**src/pfsc_pkg.sv**
```systemverilog
// Shared types and constants for the pose frame sync checker.
// No dependencies; every other file imports this package.
`timescale 1ns / 1ps
`default_nettype none

package pfsc_pkg;

    localparam int FRAME_BYTES = 46;
    localparam int HDR_BYTES   = 4;
    localparam int NUM_WORDS   = 10;
    localparam int WORD_W      = 32;
    localparam int BYTE_W      = 8;
    localparam int IDX_W       = 6;
    localparam int DATA_W      = NUM_WORDS * WORD_W;

    localparam logic [WORD_W-1:0] SYNC_RESET = 32'h7FAA_AAAA;

    localparam logic [IDX_W-1:0] IDX_BODY_START = IDX_W'(HDR_BYTES);
    localparam logic [IDX_W-1:0] IDX_PAYLOAD_END = IDX_W'(FRAME_BYTES - 3);
    localparam logic [IDX_W-1:0] IDX_CSA = IDX_W'(FRAME_BYTES - 2);
    localparam logic [IDX_W-1:0] IDX_CSB = IDX_W'(FRAME_BYTES - 1);

    typedef enum logic [1:0] {
        MODE_HUNT = 2'd0,
        MODE_BODY = 2'd1,
        MODE_HEAD = 2'd2
    } mode_t;

    typedef enum logic [1:0] {
        ST_OK        = 2'd0,
        ST_CSUM_ERR  = 2'd1,
        ST_SYNC_LOST = 2'd2
    } status_t;

    typedef struct packed {
        logic    payload_shift;
        logic    hunt_shift;
        logic    emit;
        status_t status;
    } ctrl_t;

endpackage

`default_nettype wire

```
**src/pfsc_frame_ctrl.sv**
```systemverilog
// Framing sequencer: hunt/body/header modes, byte index and checksum sums.
// Depends on pfsc_pkg for mode, status and control types.
`timescale 1ns / 1ps
`default_nettype none

module pfsc_frame_ctrl
    import pfsc_pkg::*;
(
    input  wire logic              clk,
    input  wire logic              rst_n,
    input  wire logic              step,
    input  wire logic [BYTE_W-1:0] rx_byte,
    input  wire logic              hunt_match,
    output ctrl_t                  ctrl
);

    mode_t             mode_reg;
    mode_t             mode_next;
    logic [IDX_W-1:0]  idx_reg;
    logic [IDX_W-1:0]  idx_next;
    logic [BYTE_W-1:0] sum_a_reg;
    logic [BYTE_W-1:0] sum_a_next;
    logic [BYTE_W-1:0] sum_b_reg;
    logic [BYTE_W-1:0] sum_b_next;
    logic [BYTE_W-1:0] sum_a_add;
    logic [IDX_W-1:0]  idx_inc;

    assign sum_a_add = sum_a_reg + rx_byte;
    assign idx_inc   = idx_reg + IDX_W'(1);

    always_comb
    begin
        mode_next          = mode_reg;
        idx_next           = idx_reg;
        sum_a_next         = sum_a_reg;
        sum_b_next         = sum_b_reg;
        ctrl.payload_shift = 1'b0;
        ctrl.hunt_shift    = 1'b0;
        ctrl.emit          = 1'b0;
        ctrl.status        = ST_OK;
        if (step)
        begin
            unique case (mode_reg)
                MODE_BODY:
                begin
                    if ((idx_reg >= IDX_BODY_START) && (idx_reg <= IDX_PAYLOAD_END))
                    begin
                        ctrl.payload_shift = 1'b1;
                        sum_a_next         = sum_a_add;
                        sum_b_next         = sum_b_reg + sum_a_add;
                        idx_next           = idx_inc;
                    end
                    else if (idx_reg == IDX_CSA)
                    begin
                        sum_a_next = sum_a_reg ^ rx_byte;
                        idx_next   = idx_inc;
                    end
                    else if (idx_reg == IDX_CSB)
                    begin
                        ctrl.emit   = 1'b1;
                        ctrl.status = ((sum_a_reg == '0) && (sum_b_reg == rx_byte))
                                      ? ST_OK : ST_CSUM_ERR;
                        mode_next   = MODE_HEAD;
                        idx_next    = '0;
                    end
                    else
                    begin
                        // stray index: restart the hunt
                        ctrl.hunt_shift = 1'b1;
                        mode_next       = MODE_HUNT;
                        idx_next        = '0;
                        if (hunt_match)
                        begin
                            mode_next  = MODE_BODY;
                            idx_next   = IDX_BODY_START;
                            sum_a_next = '0;
                            sum_b_next = '0;
                        end
                    end
                end
                MODE_HEAD:
                begin
                    ctrl.hunt_shift = 1'b1;
                    idx_next        = idx_inc;
                    if (idx_inc == IDX_BODY_START)
                    begin
                        if (hunt_match)
                        begin
                            mode_next  = MODE_BODY;
                            sum_a_next = '0;
                            sum_b_next = '0;
                        end
                        else
                        begin
                            mode_next   = MODE_HUNT;
                            idx_next    = '0;
                            ctrl.emit   = 1'b1;
                            ctrl.status = ST_SYNC_LOST;
                        end
                    end
                end
                default:
                begin
                    ctrl.hunt_shift = 1'b1;
                    mode_next       = MODE_HUNT;
                    if (hunt_match)
                    begin
                        mode_next  = MODE_BODY;
                        idx_next   = IDX_BODY_START;
                        sum_a_next = '0;
                        sum_b_next = '0;
                    end
                end
            endcase
        end
    end

    always_ff @(posedge clk or negedge rst_n)
    begin
        if (!rst_n)
        begin
            mode_reg  <= MODE_HUNT;
            idx_reg   <= '0;
            sum_a_reg <= '0;
            sum_b_reg <= '0;
        end
        else
        begin
            mode_reg  <= mode_next;
            idx_reg   <= idx_next;
            sum_a_reg <= sum_a_next;
            sum_b_reg <= sum_b_next;
        end
    end

endmodule

`default_nettype wire

```
**config.mk**
```make
export PLATFORM = sky130hd
export DESIGN_NAME = pfsc_frame_ctrl
export DESIGN_NICKNAME = d
export VERILOG_FILES = /design/src/pfsc_pkg.sv /design/src/pfsc_frame_ctrl.sv
export SDC_FILE = /design/constraint.sdc
export NUM_CORES = 1
export LEC_CHECK = 0
export BUFFER_PORTS_ARGS = -buffer_cell sky130_fd_sc_hd__buf_2
export CAP_MARGIN = 20
export CORE_UTILIZATION = 45
export DETAILED_ROUTE_END_ITERATION = 10
export PLACE_DENSITY = 0.64
export SLEW_MARGIN = 10
export SYNTH_ARGS = -nofsm -noshare
export SYNTH_HDL_FRONTEND = slang
export SYNTH_SLANG_ARGS = --single-unit
```
**constraint.sdc**
```tcl
create_clock -name clk -period 7.8 [get_ports clk]
set_clock_uncertainty 0.2 [all_clocks]
set_input_delay 1.56 -clock clk [delete_from_list [all_inputs] [get_ports clk]]
set_output_delay 1.56 -clock clk [all_outputs]
set_load 0.01 [all_outputs]
```
Word level (Yosys, flattened, before mapping)
Index checks and enable logic that the tools add are counted.
Word-level totals
  bits in registers: 24
  input port bits: 12
  output and inout port bits: 5
  logic and storage cells: 68
Cells by class
  add/sub/neg operators: 3
  order comparisons: 2
  equal/unequal tests: 12
  muxes and demuxes: 38
  bitwise gates (word level): 1
  reductions and logical operators: 8
Operators by type and width (number)
  $mux W8: 10
  $pmux W8 S2: 2
  $mux W6: 5
  $add A8 B8 Y8: 2
  $mux W3: 5
  $eq A6 B6 Y1 const B: 2
  $pmux W6 S2: 1
  $eq A8 B8 Y1: 1
  $logic_not A8 Y1: 1
  $mux W2: 4
  $mux W4: 2
  $reduce_and A4 Y1: 2
  $xor A8 B8 Y8: 1
  $add A6 B1 Y6 const B: 1
  $eq A6 B3 Y1 const B: 1
  $ge A6 B3 Y1 const B: 1
  $le A6 B6 Y1 const B: 1
  $mux W1: 6
  $ne A2 B2 Y1 const B: 3
  $ne A3 B3 Y1 const B: 2
  $pmux W3 S2: 1
  $mux W5: 1
  $ne A4 B4 Y1 const B: 1
  $pmux W2 S2: 1
  6 further kinds: 7

Longest topological paths before layout
Gate-level depths: netlist (run 1).
  depth after elaboration: 8
  depth in mapped cells: 13
  mapped depth without buffers: 13

Worst setup path before layout (run 1)
No wires, ideal clock.
  path kind: input -> register
  from: input rx_byte[0]
  to: register sum_b_reg[7]
  setup time: 0.131 ns
  arrival: 4.013 ns
  data required time: 7.469 ns
  slack: 3.457 ns
  stages on the path: 13
  buffers on the path: 0
  cells stage by stage: ha_1 -> fa_1 -> a21o_1 -> a21oi_1 -> o21ai_0 -> xor2_1 -> ha_1 -> o21a_1 -> o2bb2ai_1 -> a21o_1 -> nor3_1 -> nand4bb_1 -> o211ai_1
On the way
  word-level cells in the longest chain between the ends: 4
RTL lines
  from (decl): RTL line pfsc_frame_ctrl.sv:12  | input wire logic [BYTE_W-1:0] rx_byte,
  $add A8 B8 Y8: RTL line pfsc_frame_ctrl.sv:28  | assign sum_a_add = sum_a_reg + rx_byte;
  $add A8 B8 Y8: RTL line pfsc_frame_ctrl.sv:50  | sum_b_next = sum_b_reg + sum_a_add;
  $mux W8: RTL line pfsc_frame_ctrl.sv:46  | if ((idx_reg >= IDX_BODY_START) && (idx_reg <= IDX_PAYLOAD_END))
  $pmux W8 S2: RTL line pfsc_frame_ctrl.sv:43  | unique case (mode_reg)
  to (signal assigned): RTL line pfsc_frame_ctrl.sv:132  | sum_b_reg <= sum_b_next;
  to (decl): RTL line pfsc_frame_ctrl.sv:23  | logic [BYTE_W-1:0] sum_b_reg;
No other way between the ends.
A chain may end at the register's enable or synchronous reset.

==> flow_summary.toml, run 1 <==
[placed_design]
place_hpwl_um = 3760
place.gp.congestion = 0.886
placed_area_um2 = 2210
dp_cells = 292
dp_slack_ns = 3.08
io_buffers = 16

[synthesis]
netlist_area_um2 = 2100
yosys.area.top_type_share_pct = 28.6
synthCells = 230
yosysWarnings = 0
ys.flop_type = "dfrtp_1"
syn_avg_cell_area_um2 = 9.13
netlist_top_cells_area = "dfrtp_1 (29%), ha_1 (12%), a22o_1 (6.3%)"
synth-edff-count = 0
async_flop_share_pct = 100
ys_ff_latch = 24
syn-num-nets = 264
yosysTopAreaCell = "dfrtp_1"
yosysSeqAreaShare_pct = 28.6
ys_types = 47

[setup_path]
reg2reg_setup_slack_ns = 4.37
ff2ff_path_depth = 13
crit_fanout = 4
crit_type = "in2out"
required_ns = 6.04
r2r-end = "sum_b_reg[7]"
cp-start-kind = "input pin"
critPathLaunch = "rx_byte[7]"
reg2reg_from = "sum_a_reg[0]"
end_kind = "output port"
crit_end = "ctrl[0]"
arrival_ns = 2.73

[pwr]
vdd_drop_max_mv = 0.168
total_power_w = 0.000840
p_leak_nw = 1.04
cellPowerDensity_nw_per_um2 = 374

[timing]
finalCriticalPeriod_ns = 4.49
final.period_utilization_pct = 57.6
hold_viol = 0
setup_viol = 0
setup_ws_ns = 3.31
relSlewSlack_pct = 44.9
fmax_mhz = 222
tightest_slew_ns = 0.819
setup_tns_ns = 0
drv_slew = 0
rsz0062_at_grt = "false"

[clocking]
clockBufferDepth = 2
cts_resized = 0
insertion_delay_ns = 0.27
cts_tree = "built"
clk_pin_slew_worst_paths_ns = 0.09
cts_setup_buffers = 0
postCtsHoldBufs = 0
clockRootBuffer = "clkbuf_8"
cts_made_buffers = 3
htree_levels = 1
cts_sinks = 24

[grt]
gr-usage-all-layers_pct = 21.9
grt_max_degree = 25
grt_pass1_wl_um = 8460
antenna_found_initial = 0
grt_overflow = 0
grt_pass1_vias = 1711

[routing]
ant_nets = 0
drc = 0
vias = 1813
drt-total-wl_um = 5000
drt_iter0_drc = 125
dr.pass1.iters = 4
routed_via_density = 6.15
post_drt_wl_per_cell_um = 16.9

[floorplanning]
fp-row-count = 24
io_pins = 17
die_w_um = 70.3
initial_core_util_pct = 47.6
fp.coreArea_um2 = 4410
dieArea_um2 = 4950
fp.dieH_um = 70.3

[layout]
finalNonFillerCells = 295
regArea_um2 = 601
antenna_cells = 0
area.growth.synth_to_final_pct = 6.97
multiInputGateArea_um2 = 1420
stdcell_area_um2 = 2250
final_nets = 279
drive_gt1_share_pct = 11.1
fill_cells = 409

[run_status]
outcome = "finished clean"

[min_path]
hp-class = "reg2reg"

[job]
cap_violations = 0
-- final cells by class --
cell class,instances,area share [%]
well taps,52,2.90
inverters,12,2.00
flip-flops and latches,24,26.7
repair buffers,16,3.56
clock buffers,3,1.84
multi-input cells,188,63.0
-- cells by family (layout without fill, tap and decap cells) --
| group | after synthesis | in the layout | share of synthesized area (%) |
|---|---|---|---|
| compound gates | 81 | 81 | 28.4 |
| simple gates | 64 | 64 | 16.4 |
| flops | 24 | 24 | 28.6 |
| fa+ha+maj | 22 | 22 | 13.8 |
| xor+xnor | 21 | 21 | 8.76 |
| buf+inv | 18 | 31 | 4.05 |
-- cells in the mapped netlist (2+ instances only) --
cell,number
or4_1,2
nand3_1,6
a21o_1,9
nor4_1,5
nor2b_1,2
a31oi_1,4
nand4_1,3
xnor2_1,14
clkbuf_1,2
nor2_1,8
o22ai_1,2
nor3_1,5
buf_2,2
a41o_1,2
o21ai_1,2
and3_1,3
o211ai_1,2
o21ai_0,14
nand2_1,21
o21a_1,3
o31ai_1,4
inv_1,12
buf_6,2
fa_1,2
o21ai_4,2
a21oi_1,14
ha_1,20
dfrtp_1,24
a22o_1,15
xor2_1,7
-- power by group --
group	switching [W]	total, W	internal (W)
logic	0.000294	0.000546	0.000252
registers	0.0000509	0.000217	0.000166
clock network	0.0000425	0.0000771	0.0000346
-- cell usage in the layout (no fill, tap or decap), types with 3 or more instances in the layout --
cell type,instances
a21o_1,9
buf_2,16
clkbuf_8,3
a21oi_1,14
xor2_1,7
and3_1,3
xnor2_1,14
nor2_1,8
o21a_1,3
nor3_1,5
nand2_1,21
ha_1,20
o31ai_1,4
nor4_1,5
o21ai_0,14
a22o_1,15
nand3_1,6
nand4_1,3
dfrtp_1,24
inv_1,12
a31oi_1,4
-- metrics by stage --
stage	utilization (%)	hold slack, ns
3_5_place_dp	50.0	0.349
4_1_cts	50.9	0.373
6_report	50.9	0.363
2_1_floorplan	-	0.292
3_3_place_gp	50.0	0.329
5_1_grt	50.9	0.394
-- worst min path at each step --
stage / cells past startpoint / to / start
3_3_place_gp: 1 / sum_a_reg[5] / sum_a_reg[5]
2_1_floorplan: 1 / sum_a_reg[6] / sum_a_reg[6]
3_5_place_dp: 1 / sum_a_reg[0] / sum_a_reg[0]
4_1_cts: 1 / sum_a_reg[5] / sum_a_reg[5]
6_report: 1 / sum_a_reg[0] / sum_a_reg[0]
5_1_grt: 1 / sum_a_reg[6] / sum_a_reg[6]
-- worst max-delay path: stages --
cell and delay, ns:
buf_2 0.14, xnor2_1 0.24, nand4_1 0.13, nor4_1 0.44
nor2_1 0.07, buf_2 0.15
-- per-layer routing --
| metal | track usage [%] | part of all wire [%] |
|---|---|---|
| met1 | 32.4 | 52 |
| met2 | 31.6 | 41 |
| met3 | 2.60 | 3.3 |
| met4 | 9.56 | 2.9 |
| met5 | 0 | 0 |
(Power assumes the default switching activity.)
==> inputs of run 2 (changes only) <==
Settings changed: PLACE_DENSITY 0.64 to 0.66.
Clock period 7.8 ns to 3.75 ns, I/O delays scaled along.
==> run 2 against run 1 <==
Combinational power is 110% higher. Design area is 1.6% higher. Core utilization is 0.82 points higher. Flip-flop and latch count stayed put. Clock power is 150% higher. Worst hold slack worse by 0.11 ns. Register-to-register slack worse by 3.9 ns. Largest power group unchanged.
==> flow_summary.toml, run 2 (synthesized netlist as in run 1, its figures left out) <==
[run_status]
outcome = "finished clean"

[timing]
final.period_utilization_pct = 91.3
setup_tns_ns = 0
rsz0062_at_grt = "false"
fmax_mhz = 292
relSlewSlack_pct = 46.5
hold_viol = 0
tightest_slew_ns = 0.795
finalCriticalPeriod_ns = 3.42
drv_slew = 0
setup_viol = 0

[placed_design]
place_hpwl_um = 3720
place.gp.congestion = 0.879
io_buffers = 16
dp_cells = 295

[floorplanning]
fp.coreArea_um2 = 4410
die_w_um = 70.3
io_pins = 17
fp-row-count = 24
initial_core_util_pct = 47.6
dieArea_um2 = 4950
fp.dieH_um = 70.3

[clocking]
cts_resized = 0
cts_sinks = 24
cts_setup_buffers = 0
cts_tree = "built"
htree_levels = 1
clockBufferDepth = 2
insertion_delay_ns = 0.28
clk_pin_slew_worst_paths_ns = 0.10
cts_made_buffers = 3
postCtsHoldBufs = 0
clockRootBuffer = "clkbuf_8"

[setup_path]
required_ns = 3.71
ff2ff_path_depth = 13
reg2reg_setup_slack_ns = 0.49
reg2reg_from = "sum_a_reg[0]"
arrival_ns = 3.38
end_kind = "register"
crit_fanout = 3
crit_type = "in2reg"
cp-start-kind = "input pin"
r2r-end = "sum_b_reg[7]"

[grt]
grt_pass1_wl_um = 8420
gr-usage-all-layers_pct = 21.5
antenna_found_initial = 0
grt_max_degree = 25
grt_pass1_vias = 1710
grt_overflow = 0

[job]
cap_violations = 0

[min_path]
hp-class = "in2async"

[routing]
drt_iter0_drc = 121
drc = 0
routed_via_density = 6.05
dr.pass1.iters = 5
post_drt_wl_per_cell_um = 16.4
vias = 1810
drt-total-wl_um = 4910
ant_nets = 0

[layout]
final_nets = 282
antenna_cells = 0
finalNonFillerCells = 299
final_common_cell = "dfrtp_1"
drive_gt1_share_pct = 12.6
most-common-layout-cells = "dfrtp_1 (24), nand2_1 (21), ha_1 (20), buf_2 (16), a22o_1 (15)"
area.growth.synth_to_final_pct = 8.70

[pwr]
cellPowerDensity_nw_per_um2 = 789
p_leak_nw = 1.06
vdd_drop_max_mv = 0.373
==> run 2: cell types whose count changed in the layout (fill, tap and decap cells not counted) <==
cell / delta
buf_4: +3
clkbuf_8: +1
==> run 2: power breakdown <==
part | internal, W | switching, W | total (W)
clock network | 0.0000941 | 0.0000967 | 0.000191
logic | 0.000541 | 0.000616 | 0.00116
registers | 0.000346 | 0.000107 | 0.000453
total | 0.000981 | 0.000820 | 0.00180
==> run 2: final cells by class <==
type,instances,area (µm²)
Fill cell,419,2130
Multi-Input combinational cell,188,1420
Sequential cell,24,601
Timing Repair Buffer,19,103
Tap cell,52,65.1
Clock buffer,4,55.1
Inverter,12,45.0
==> run 2: critical path: stages <==
cell and delay, ns:
buf_2 0.11, ha_1 0.22, fa_1 0.39, a21o_1 0.19
a21oi_1 0.21, o21ai_0 0.21, xor2_1 0.19, ha_1 0.33
o21a_1 0.12, o2bb2ai_1 0.06, a21o_1 0.17, nor3_1 0.19
nand4bb_1 0.17, o211ai_1 0.09
==> run 2: layer usage <==
metal | wire [µm] | track usage [%] | part of all wire [%]
met2 | 2150 | 31.4 | 44
met5 | 0 | 0 | 0
met1 | 2490 | 32.7 | 51
met4 | 46 | 6.89 | 0.94
met3 | 222 | 2.45 | 4.5
==> run 2: worst max path at each step <==
| stage | start | endpoint | slack [ns] | cells past startpoint |
|---|---|---|---|---|
| after floorplan | rx_byte[0] | sum_b_reg[7] | 0.22 | 13 |
| after detailed placement | rx_byte[0] | sum_b_reg[7] | 0.06 | 14 |
| after global routing | rx_byte[0] | sum_b_reg[7] | 0.15 | 14 |
| after global placement | rx_byte[0] | sum_b_reg[7] | 0.16 | 14 |
| final | rx_byte[0] | sum_b_reg[7] | 0.33 | 14 |
| after CTS | rx_byte[0] | sum_b_reg[7] | 0.35 | 14 |
==> run 2: stage by stage <==
step / hold slack [ns] / cell area [µm²] / total power (W) / worst slack (ns) / utilization [%]
after global routing: 0.307 / 2280 / 0.00196 / 0.147 / 51.7
after floorplan: 0.254 / 2100 / 0.00138 / 0.217 / -
after global placement: 0.339 / 2230 / 0.00159 / 0.160 / 50.5
after detailed placement: 0.340 / 2230 / 0.00160 / 0.0628 / 50.5
after CTS: 0.284 / 2280 / 0.00180 / 0.355 / 51.7
final: 0.256 / 2280 / 0.00180 / 0.328 / 51.7
